[config.mk]
export PLATFORM = sky130hd
export DESIGN_NAME = banded_deadline_run_queue
export DESIGN_NICKNAME = d
export VERILOG_FILES = /design/src/design/bdrq_pkg.sv /design/src/design/bdrq_ram.sv /design/src/design/banded_deadline_run_queue.sv
export SDC_FILE = /design/constraint.sdc
export NUM_CORES = 2
export LEC_CHECK = 0
export ABC_AREA = 1
export BUFFER_PORTS_ARGS = -buffer_cell sky130_fd_sc_hd__buf_2
export CAP_MARGIN = 30
export CORE_UTILIZATION = 65
export CTS_CLUSTER_SIZE = 10
export DETAILED_ROUTE_END_ITERATION = 10
export PLACE_DENSITY_LB_ADDON = 0.25
export SYNTH_ARGS = -nofsm -noshare
export SYNTH_HDL_FRONTEND = slang
export SYNTH_HIERARCHICAL = 1
export SYNTH_SLANG_ARGS = --single-unit
[constraint.sdc]
create_clock -name clk -period 13.3 [get_ports clk]
set_input_delay 1.995 -clock clk [delete_from_list [all_inputs] [get_ports clk]]
set_output_delay 1.995 -clock clk [all_outputs]
set_load 0.03 [all_outputs]
[src/design/bdrq_pkg.sv]
// bdrq_pkg: shared constants and types for the banded deadline run queue
// no dependencies

package bdrq_pkg;

  localparam int NUM_SLOTS_DEF     = 16;
  localparam int NUM_BANDS_DEF     = 3;
  localparam int DEADLINE_BITS_DEF = 32;
  localparam int BAND_CODES        = 4;

  typedef enum logic [1:0] {
    MODE_READY  = 2'd0,
    MODE_YIELD  = 2'd1,
    MODE_REMOVE = 2'd2,
    MODE_QUERY  = 2'd3
  } mode_t;

  typedef enum logic [2:0] {
    ST_OK          = 3'd0,
    ST_BAD_BAND    = 3'd1,
    ST_QUEUED      = 3'd2,
    ST_IS_CURRENT  = 3'd3,
    ST_NOTHING     = 3'd4,
    ST_NOT_QUEUED  = 3'd5
  } status_t;

  typedef enum logic [2:0] {
    S_IDLE,
    S_REMOVE,
    S_SCAN,
    S_YIELD,
    S_DONE
  } fsm_t;

  localparam logic REG_BOOT_THREAD = 1'b0;
  localparam logic REG_BOOT_BAND   = 1'b1;

endpackage

[src/design/bdrq_ram.sv]
// bdrq_ram: generic single write, single read ram with registered read
// no dependencies

module bdrq_ram #(
  parameter int WIDTH = 8,
  parameter int DEPTH = 16
) (
  input  logic                     clk,
  input  logic                     we,
  input  logic [$clog2(DEPTH)-1:0] waddr,
  input  logic [WIDTH-1:0]         wdata,
  input  logic [$clog2(DEPTH)-1:0] raddr,
  output logic [WIDTH-1:0]         rdata
);

  logic [WIDTH-1:0] mem [DEPTH];

  always_ff @(posedge clk) begin
    if (we) begin
      mem[waddr] <= wdata;
    end
    rdata <= mem[raddr];
  end

endmodule

[src/design/banded_deadline_run_queue.sv]
// banded_deadline_run_queue: run queue with priority bands ordered by deadline
// depends on bdrq_pkg and bdrq_ram
//
//  channel | dir | handshake          | word
//  s       | in  | s_tvalid/s_tready  | mode, thread_id, band, deadline
//  m       | out | m_tvalid/m_tready  | status .. band_queued
//  cfg     | in  | cfg_we             | boot_thread, boot_band
//
// ready and query go straight to the done step, remove passes a remove step first;
// yield sweeps the slot ram, one entry per cycle, to find the head
// reset is synchronous; no clearing pass, valid bits sit in flops
// an input word is taken while a finished result waits on m; a stall on m
// holds the block at its last step until the result register frees

module banded_deadline_run_queue
  import bdrq_pkg::*;
#(
  parameter int NUM_SLOTS     = NUM_SLOTS_DEF,
  parameter int NUM_BANDS     = NUM_BANDS_DEF,
  parameter int DEADLINE_BITS = DEADLINE_BITS_DEF
) (
  input  logic        clk,
  input  logic        rst,
  input  logic        s_tvalid,
  output logic        s_tready,
  input  logic [39:0] s_tdata,   // mode, thread_id, band, deadline
  output logic        m_tvalid,
  input  logic        m_tready,
  output logic [55:0] m_tdata,   // status, switched, running_thread, assigned_deadline,
                                 // total_queued, band_queued
  input  logic        cfg_we,
  input  logic        cfg_index,
  input  logic [3:0]  cfg_data
);

  localparam int SW = $clog2(NUM_SLOTS);
  localparam int RW = $clog2(NUM_SLOTS + 1);
  localparam int DW = DEADLINE_BITS;
  localparam logic [DW-1:0] DL_MAX = {DW{1'b1}};
  localparam logic [1:0] LAST_BAND = 2'(NUM_BANDS - 1);

  logic [1:0]  in_mode;
  logic [3:0]  in_tid;
  logic [1:0]  in_band;
  logic [31:0] in_dl;
  assign in_mode = s_tdata[1:0];
  assign in_tid  = s_tdata[5:2];
  assign in_band = s_tdata[7:6];
  assign in_dl   = s_tdata[39:8];

  fsm_t state, state_next;

  logic [NUM_SLOTS-1:0] queued, queued_next;
  logic [RW-1:0] rank [NUM_SLOTS];
  logic [RW-1:0] rank_next [NUM_SLOTS];
  logic [RW-1:0] ocnt, ocnt_next;
  logic [RW-1:0] bcnt [BAND_CODES];
  logic [RW-1:0] bcnt_next [BAND_CODES];

  logic [DW-1:0] dcnt;
  logic [3:0]    cur;
  logic [1:0]    cur_band;
  logic          cfg_pend;

  logic [3:0]    i_tid;
  logic [1:0]    i_band;
  status_t       r_status;
  logic          r_switched;
  logic [DW-1:0] r_assigned;

  logic [SW:0]   scan_cnt;
  logic [SW-1:0] cmp_idx;
  logic          cmp_vld;
  logic          best_v;
  logic [SW-1:0] best_slot;
  logic [1:0]    best_band;
  logic [DW-1:0] best_dl;
  logic [RW-1:0] best_rank;

  logic          ram_we;
  logic [SW-1:0] ram_waddr, ram_raddr;
  logic [DW+1:0] ram_wdata, ram_rdata;
  logic [1:0]    rd_band;
  logic [DW-1:0] rd_dl;
  assign rd_band = ram_rdata[DW+1:DW];
  assign rd_dl   = ram_rdata[DW-1:0];

  bdrq_ram #(.WIDTH(DW + 2), .DEPTH(NUM_SLOTS)) u_ram (
    .clk   (clk),
    .we    (ram_we),
    .waddr (ram_waddr),
    .wdata (ram_wdata),
    .raddr (ram_raddr),
    .rdata (ram_rdata)
  );

  logic          deq_en, enq_en, bdec_en, binc_en;
  logic [SW-1:0] deq_slot, enq_slot;
  logic [1:0]    bdec_band, binc_band;

  logic [SW-1:0] in_idx, i_idx, cur_idx, cfg_idx;
  logic          in_ok, cur_ok, cfg_ok;
  assign in_idx  = SW'(in_tid);
  assign i_idx   = SW'(i_tid);
  assign cur_idx = SW'(cur);
  assign cfg_idx = SW'(cfg_data);
  assign in_ok   = 32'(in_tid) < NUM_SLOTS;
  assign cur_ok  = 32'(cur) < NUM_SLOTS;
  assign cfg_ok  = 32'(cfg_data) < NUM_SLOTS;

  logic accept, cfg_thread_wr, cand_better;
  logic [1:0] prev_band;
  assign s_tready = (state == S_IDLE) && !cfg_pend;
  assign accept   = s_tvalid && s_tready;
  assign cfg_thread_wr = cfg_we && (cfg_index == REG_BOOT_THREAD);
  assign prev_band = (32'(cur_band) < NUM_BANDS) ? cur_band : LAST_BAND;

  assign cand_better = !best_v || (rd_band < best_band) ||
                       ((rd_band == best_band) && ((rd_dl < best_dl) ||
                        ((rd_dl == best_dl) && (rank[cmp_idx] < best_rank))));

  // control
  always_comb begin
    state_next = state;
    deq_en = 1'b0; deq_slot = '0;
    enq_en = 1'b0; enq_slot = '0;
    bdec_en = 1'b0; bdec_band = rd_band;
    binc_en = 1'b0; binc_band = in_band;
    ram_we = 1'b0; ram_waddr = in_idx; ram_wdata = {in_band, DW'(in_dl)};
    ram_raddr = in_idx;
    if (cfg_pend) begin
      bdec_en = 1'b1;
    end
    unique case (state)
      S_IDLE: begin
        if (cfg_thread_wr) begin
          ram_raddr = cfg_idx;
          if (cfg_ok && queued[cfg_idx]) begin
            deq_en = 1'b1;
            deq_slot = cfg_idx;
          end
        end else if (accept) begin
          unique case (in_mode)
            MODE_READY: begin
              state_next = S_DONE;
              if (in_tid != cur && 32'(in_band) < NUM_BANDS && in_ok && !queued[in_idx]) begin
                enq_en = 1'b1;
                enq_slot = in_idx;
                binc_en = 1'b1;
                ram_we = 1'b1;
              end
            end
            MODE_YIELD: state_next = S_SCAN;
            MODE_REMOVE: state_next = (in_ok && queued[in_idx]) ? S_REMOVE : S_DONE;
            default: state_next = S_DONE;
          endcase
        end
      end
      S_REMOVE: begin
        deq_en = 1'b1;
        deq_slot = i_idx;
        bdec_en = 1'b1;
        state_next = S_DONE;
      end
      S_SCAN: begin
        ram_raddr = scan_cnt[SW-1:0];
        if (cmp_vld && 32'(cmp_idx) == NUM_SLOTS - 1) begin
          state_next = S_YIELD;
        end
      end
      S_YIELD: begin
        state_next = S_DONE;
        if (best_v) begin
          deq_en = 1'b1;
          deq_slot = best_slot;
          bdec_en = 1'b1;
          bdec_band = best_band;
          if (cur_ok && !queued[cur_idx]) begin
            enq_en = 1'b1;
            enq_slot = cur_idx;
            binc_en = 1'b1;
            binc_band = prev_band;
            ram_we = 1'b1;
            ram_waddr = cur_idx;
            ram_wdata = {prev_band, dcnt};
          end
        end
      end
      S_DONE: begin
        if (!m_tvalid || m_tready) begin
          state_next = S_IDLE;
        end
      end
      default: state_next = S_IDLE;
    endcase
  end

  // queue bookkeeping
  always_comb begin
    queued_next = queued;
    rank_next = rank;
    ocnt_next = ocnt;
    bcnt_next = bcnt;
    if (deq_en) begin
      queued_next[deq_slot] = 1'b0;
      for (int i = 0; i < NUM_SLOTS; i++) begin
        if (queued[i] && rank[i] > rank[deq_slot]) begin
          rank_next[i] = rank[i] - 1'b1;
        end
      end
      ocnt_next = ocnt - 1'b1;
    end
    if (enq_en) begin
      queued_next[enq_slot] = 1'b1;
      rank_next[enq_slot] = ocnt_next;
      ocnt_next = ocnt_next + 1'b1;
    end
    if (bdec_en) begin
      bcnt_next[bdec_band] = bcnt_next[bdec_band] - 1'b1;
    end
    if (binc_en) begin
      bcnt_next[binc_band] = bcnt_next[binc_band] + 1'b1;
    end
  end

  always_ff @(posedge clk) begin
    if (rst) begin
      state <= S_IDLE;
      queued <= '0;
      ocnt <= '0;
      for (int b = 0; b < BAND_CODES; b++) begin
        bcnt[b] <= '0;
      end
      dcnt <= DW'(1);
      cur <= 4'd0;
      cur_band <= 2'd1;
      cfg_pend <= 1'b0;
      m_tvalid <= 1'b0;
      cmp_vld <= 1'b0;
      best_v <= 1'b0;
    end else begin
      state <= state_next;
      queued <= queued_next;
      ocnt <= ocnt_next;
      bcnt <= bcnt_next;
      cfg_pend <= 1'b0;
      if (cfg_we) begin
        if (cfg_index == REG_BOOT_THREAD) begin
          cur <= cfg_data;
          cfg_pend <= cfg_ok && queued[cfg_idx];
        end else begin
          cur_band <= cfg_data[1:0];
        end
      end
      if (state == S_DONE && (!m_tvalid || m_tready)) begin
        m_tvalid <= 1'b1;
      end else if (m_tvalid && m_tready) begin
        m_tvalid <= 1'b0;
      end
      unique case (state)
        S_IDLE: begin
          cmp_vld <= 1'b0;
          best_v <= 1'b0;
        end
        S_SCAN: begin
          cmp_vld <= 32'(scan_cnt) < NUM_SLOTS;
          if (cmp_vld && queued[cmp_idx] && cand_better) begin
            best_v <= 1'b1;
          end
        end
        S_YIELD: begin
          if (best_v) begin
            cur <= 4'(best_slot);
            cur_band <= best_band;
            if (dcnt != DL_MAX) begin
              dcnt <= dcnt + 1'b1;
            end
          end
        end
        default: ;
      endcase
    end
  end

  always_ff @(posedge clk) begin
    rank <= rank_next;
    if (accept) begin
      i_tid <= in_tid;
      i_band <= in_band;
      r_switched <= 1'b0;
      r_assigned <= '0;
      scan_cnt <= '0;
      if (in_mode == MODE_READY) begin
        if (in_tid == cur) begin
          r_status <= ST_IS_CURRENT;
        end else if (32'(in_band) >= NUM_BANDS || !in_ok) begin
          r_status <= ST_BAD_BAND;
        end else if (queued[in_idx]) begin
          r_status <= ST_QUEUED;
        end else begin
          r_status <= ST_OK;
        end
      end else if (in_mode == MODE_REMOVE && !(in_ok && queued[in_idx])) begin
        r_status <= ST_NOT_QUEUED;
      end else begin
        r_status <= ST_OK;
      end
    end
    if (state == S_SCAN) begin
      scan_cnt <= scan_cnt + 1'b1;
      cmp_idx <= scan_cnt[SW-1:0];
      if (cmp_vld && queued[cmp_idx] && cand_better) begin
        best_slot <= cmp_idx;
        best_band <= rd_band;
        best_dl <= rd_dl;
        best_rank <= rank[cmp_idx];
      end
    end
    if (state == S_YIELD) begin
      if (best_v) begin
        r_switched <= 1'b1;
        r_assigned <= dcnt;
      end else begin
        r_status <= ST_NOTHING;
      end
    end
    if (state == S_DONE && (!m_tvalid || m_tready)) begin
      m_tdata[2:0] <= r_status;
      m_tdata[3] <= r_switched;
      m_tdata[7:4] <= cur;
      m_tdata[39:8] <= 32'(r_assigned);
      m_tdata[44:40] <= 5'(ocnt);
      m_tdata[49:45] <= (32'(i_band) < NUM_BANDS) ? 5'(bcnt[i_band]) : 5'd0;
      m_tdata[55:50] <= 6'd0;
    end
  end

endmodule
==> Word level (Yosys, flattened, before mapping) <==
Memories as Yosys holds them, arrays and structs flattened. A register that Yosys moved wholly into a read port is not among the register bits.
Index checks and enable logic that the tools add are counted.
Widths: inputs -> output; s select.
{ "totals": {"reg_bits": 310, "ramBits": 544, "inputBits": 50, "word_cells": 325, "mem_count": 1} }
{ "classes": {"add_sub_neg": 22, "magnitude_cmp": 41, "eq_ne": 17, "muxes": 137, "n_bitwise": 11, "reduce_logical": 53} }
{ "mem_list": {"columns": ["name", "words", "word_bits", "rd", "rd_clocked_by_memory_dff", "write_ports", "line", "rtl"], "rows": [
  ["u_ram.mem", 16, 34, 1, 1, 1, "bdrq_ram.sv:16", "logic [WIDTH-1:0] mem [DEPTH];"]
]} }
{ "ops": {"columns": ["cell", "n"], "rows": [
  ["$mux 5", 33],
  ["$mux 80", 2],
  ["$mux 34", 3],
  ["$mux 32", 3],
  ["$sub 5x1->5 const B", 18],
  ["$bwmux 80", 1],
  ["$gt 5x5->1", 16],
  ["$mux 4", 17],
  ["$bmux 5 s4", 2],
  ["$bwmux 20", 2],
  ["$mux 20", 2],
  ["$logic_and 1x1->1", 34],
  ["$add 32x1->32 const B", 1],
  ["$eq 32x32->1", 1],
  ["$lt 32x32->1", 1],
  ["$mux 16", 2],
  ["$ne 32x32->1 const B", 1],
  ["$bmux 5 s2", 3],
  ["$lt 4x5->1 const B", 6],
  ["$mux 3", 10],
  ["$mux 2", 13],
  ["$mux 1", 25],
  ["$demux 5 s2", 2],
  ["$demux 5 s4", 1],
  ["other kinds (46)", 82]
]} }

==> Longest topological paths before layout <==
{ "logic_depth": {"ltp_word": 16, "depth_mapped": 28, "ltp_nobuf": 26} }

==> Cells and area by module <==
Netlist, hierarchy kept.
{ "by_module_without_submodules": {"columns": ["module", "n_inst", "cells_per_inst", "area_each_um2"], "rows": [
  ["bdrq_ram", 1, 2250, 23940.5],
  ["banded_deadline_run_queue", 1, 2505, 19010.7]
]} }

==> Worst setup path before layout <==
No wires, ideal clock.
{ "synth_path": {"path_kind": "input to register", "from": "input port cfg_data[0]", "to": "register rank[14] in the netlist's numbering", "setup_time_ps": 69, "arrival_time_ps": 5582, "slack_ps": 7649, "path_stages": 26, "path_cell_list": "buf_4 > buf_6 > nand2_1 > o211ai_1 > nand3_1 > nand3_1 > nand2_1 > nand2_2 > o21ai_0 > inv_1 > nand2_1 > buf_4 > o22ai_1 > o21ai_0 > nand2_1 > nor2_1 > ha_1 > a21oi_1 > o221ai_1 > o211ai_1 > nor2_1 > nand3_1 > nor2_1 > xor2_1 > nand2_1 > o21ai_1"} }
{ "synth_lines": {"columns": ["item", "line", "rtl"], "rows": [
  ["start: declaration", "banded_deadline_run_queue.sv:33", "input logic [3:0] cfg_data"],
  ["end signal: assignment", "banded_deadline_run_queue.sv:286", "rank <= rank_next;"],
  ["end: declaration", "banded_deadline_run_queue.sv:54", "logic [RW-1:0] rank [NUM_SLOTS];"]
]} }

==> impl_metrics.json <==
{
  "tritoncts": "built",
  "path_max_fanout": 24,
  "finalCoreUtilization_pct": 72.9,
  "layout_worst_path_cycle_share_pct": 51.5,
  "routedWlPerCell_um": 20.0,
  "port_buffers": 101,
  "post-route-drc-count": 0,
  "core_area_um2": 64800,
  "reg2reg_depth": 21,
  "total_power_w": 0.00836,
  "synth_cell_types": 55,
  "syn_area_um2": 43000,
  "async_set_reset_flop_share_out_of_synthesis_pct": 0,
  "floorplan.initialDensity_pct": 66.3,
  "met3_grt_util_pct": 6.29,
  "crit_path_start_kind": "primary input",
  "postLayoutSetupSlackWorst_ps": 6450,
  "layout.nets": 5015,
  "synth-warning-count": 6,
  "mean_area_per_synthesized_cell_um2": 9.03,
  "global_route.usage.met1_pct": 46.0,
  "timing_worst_setup_path_type": "in -> reg",
  "dp_hpwl_um": 69100,
  "grt_use_met2_pct": 55.1,
  "critical_path.reg2reg.endpoint": "rank[14]",
  "report.final.slew_viol_count": 0,
  "power_density_nw_per_um2": 177,
  "most_instantiated_flip_flop_cell_in_the_synthesis_netlist": "edfxtp_1",
  "root_buffer": "clkbuf_16",
  "clock_latency_ps": 670,
  "synthDominantAreaCellType": "edfxtp_1",
  "rr_startpoint": "state[1]",
  "tritoncts.num_buffers": 100,
  "fmax_ghz": 0.146,
  "antenna_violations_before_repair": 3,
  "setup_repair_after_global_routing_missed_its_margin": "no",
  "worst_hold_startpoint": "r_assigned[26]",
  "worstMarginPinSlew_ps": 1050,
  "worst-r2r-setup-slack_ps": 7790,
  "final-setup-viol-count": 0,
  "setup.worst_path.end_class": "flop",
  "antenna_violating_nets_post_route": 0,
  "flow.area_growth_from_synthesis_pct": 9.99,
  "synth_top_cells_by_count": "nand2_1 (1210), inv_1 (705), edfxtp_1 (652), nand3_1 (584), o21ai_0 (244)",
  "drt_wl_total_um": 115000,
  "peakVddDrop_mv": 0.165,
  "ys_ff_latch": 888,
  "cts_htree_levels": 3,
  "worst_hold_path_endpoint": "m_tdata[34]",
  "routabilityCongestion": 0.982,
  "layout_min_cycle_time_ps": 6850,
  "grt_max_degree": 189,
  "dr_total_vias": 34121,
  "path_clk_slew_ps": 60,
  "grt_remaining_overflow": 0,
  "dieHeight_um": 259,
  "die_x_um": 259,
  "leakage_nw": 20.0,
  "globalRoute.busiestLayer": "met2",
  "cts_resized": 0,
  "finalClockSkew_ps": 38.9,
  "die-area_um2": 67100,
  "wire_length_of_the_first_global_routing_pass_um": 177000,
  "cts_buffer_depth": 3,
  "post_cts_hold_buffer_count": 0,
  "first_global_vias": 32006,
  "ys_top_cells_by_area": "edfxtp_1 (46%), dfxtp_1 (11%), nand2_1 (11%)",
  "groute.usage.overall_pct": 34.1,
  "holdCritPathClass": "reg -> reg",
  "max-cap-violations": 0,
  "status": "complete, no violations",
  "setup_fix_buffers_added_after_clock_tree_synthesis": 0,
  "yosysMostFrequentCell": "nand2_1",
  "synth_top_cell_area_share_pct": 45.6,
  "avgViaCountPerCell": 5.92,
  "floorplan.io_pins": 108,
  "hold_crit_depth": 0,
  "setup_tns_ps": 0,
  "drive_gt1_share_pct": 7.52,
  "std_cell_rows": 93,
  "pre_cts_ws_ps": 6010,
  "synth_sequential_area_ratio_pct": 56.6,
  "timing.final.hold_violations": 0,
  "cts_sinks": 888,
  "worst_slew_margin_rel_pct": 30.2,
  "first_pass_drt_iterations": 6,
  "arrival_time_at_the_worst_endpoint_ps": 7420,
  "number_of_enable_flip_flop_cells_after_synthesis": 652,
  "crit_required_ps": 13870,
  "gate_count_after_technology_mapping": 4755,
  "drtIter0Drc": 3673
}
## cell usage in the layout, fill, tap and decap left out, types with 6 or more instances in the layout
| master | netlist | layout |
|---|---|---|
| conb_1 | 1 | 6 |
| o21ai_1 | 68 | 71 |
| buf_4 | 29 | 66 |
| ha_1 | 143 | 143 |
| o22ai_1 | 44 | 44 |
| nand4_1 | 44 | 44 |
| inv_2 | 18 | 18 |
| a31oi_1 | 18 | 18 |
| nor4_1 | 14 | 14 |
| a21oi_1 | 183 | 183 |
| nand2_2 | 11 | 11 |
| nand3_1 | 584 | 583 |
| clkbuf_1 | 72 | 76 |
| edfxtp_1 | 652 | 652 |
| xor2_1 | 46 | 46 |
| o21ai_0 | 244 | 240 |
| buf_2 | 83 | 101 |
| o211ai_1 | 26 | 26 |
| clkbuf_16 | 0 | 101 |
| nor3_1 | 28 | 28 |
| nor2_1 | 161 | 142 |
| nand2_1 | 1210 | 1210 |
| inv_1 | 705 | 704 |
| dfxtp_1 | 236 | 236 |
| nor2_4 | 7 | 24 |
| xnor2_1 | 11 | 11 |
| nor2_2 | 6 | 8 |
| o221ai_1 | 24 | 21 |
## per-stage QoR
step | area, um2 | cells | hold slack (ps)
2_1_floorplan | 43000 | 4760 | 403
3_3_place_gp | 44200 | 5573 | 410
3_5_place_dp | 44200 | 5574 | 418
4_1_cts | 47200 | 5763 | 412
5_1_grt | 47200 | 5764 | 414
6_report | 47200 | 5765 | 409
## area by class of cell
type | count | area, um2
antenna | 1 | 2.50
clock buffer | 180 | 2850
clock inverter | 9 | 150
fill | 4566 | 17600
inverter | 728 | 2750
multi-input combinational | 2934 | 15100
sequential | 888 | 24300
tap | 855 | 1070
timing repair buffer | 170 | 1050
## where the power goes
part           switching, W  leakage, nW  total, W  internal, W
Sequential         0.000133         7.81   0.00328      0.00315
Combinational       0.00178         10.8   0.00254     0.000764
Clock               0.00109         1.42   0.00254      0.00145
## sequential cells by signal, indices dropped and copies added, names as in the netlist, 16 cells and up
signal / cells
queued: 16
m_tdata: 50
u_ram/mem: 544
rank: 80
best_dl: 32
r_assigned: 32
dcnt: 32
bcnt: 20
u_ram/rdata: 34
## metal layers
metal  up-vias  routed length [um]
met5         -                   0
met4         0                4100
met3       318               12400
met2      1871               53400
met1     15949               45200
li1      15983                   -
## critical path: stages
cell,delay (ps)
buf_2,100
nor2_1,580
inv_1,230
nor2_1,240
nand2_2,130
o21ai_0,320
inv_1,100
nand2_1,660
o22ai_1,140
o21ai_0,240
nand2_1,80
inv_1,50
nand2_1,570
ha_1,600
nand4_1,140
o221ai_1,200
o211ai_1,120
nor2_1,330
nand3_1,150
nor2_1,130
xor2_1,160
nand2_1,60
o21ai_1,80
## worst max-delay path by stage
stage | cells after the start | end | start
global route | 23 | rank[14] | cfg_index
detailed placement | 23 | rank[14] | cfg_index
finish | 23 | rank[14] | cfg_index
floorplan | 26 | rank[14] | cfg_data[0]
CTS | 23 | rank[14] | cfg_index
global placement | 21 | rank[14] | cfg_index
## logic make-up (layout without fill, tap and decap cells)
kind of cell	after synthesis	in the layout	share of synthesized area (%)
AND/OR/NAND/NOR	2091	2091	21.0
buffers and inverters	938	1087	8.82
flip-flops	888	888	56.6
AO/OA/AOI/OAI	629	629	8.04
adder cells (fa/ha/maj)	143	143	4.17
XOR/XNOR	60	60	1.28
multiplexers	5	5	0.117
other	1	7	0.00873
(Power assumes the default switching activity.)
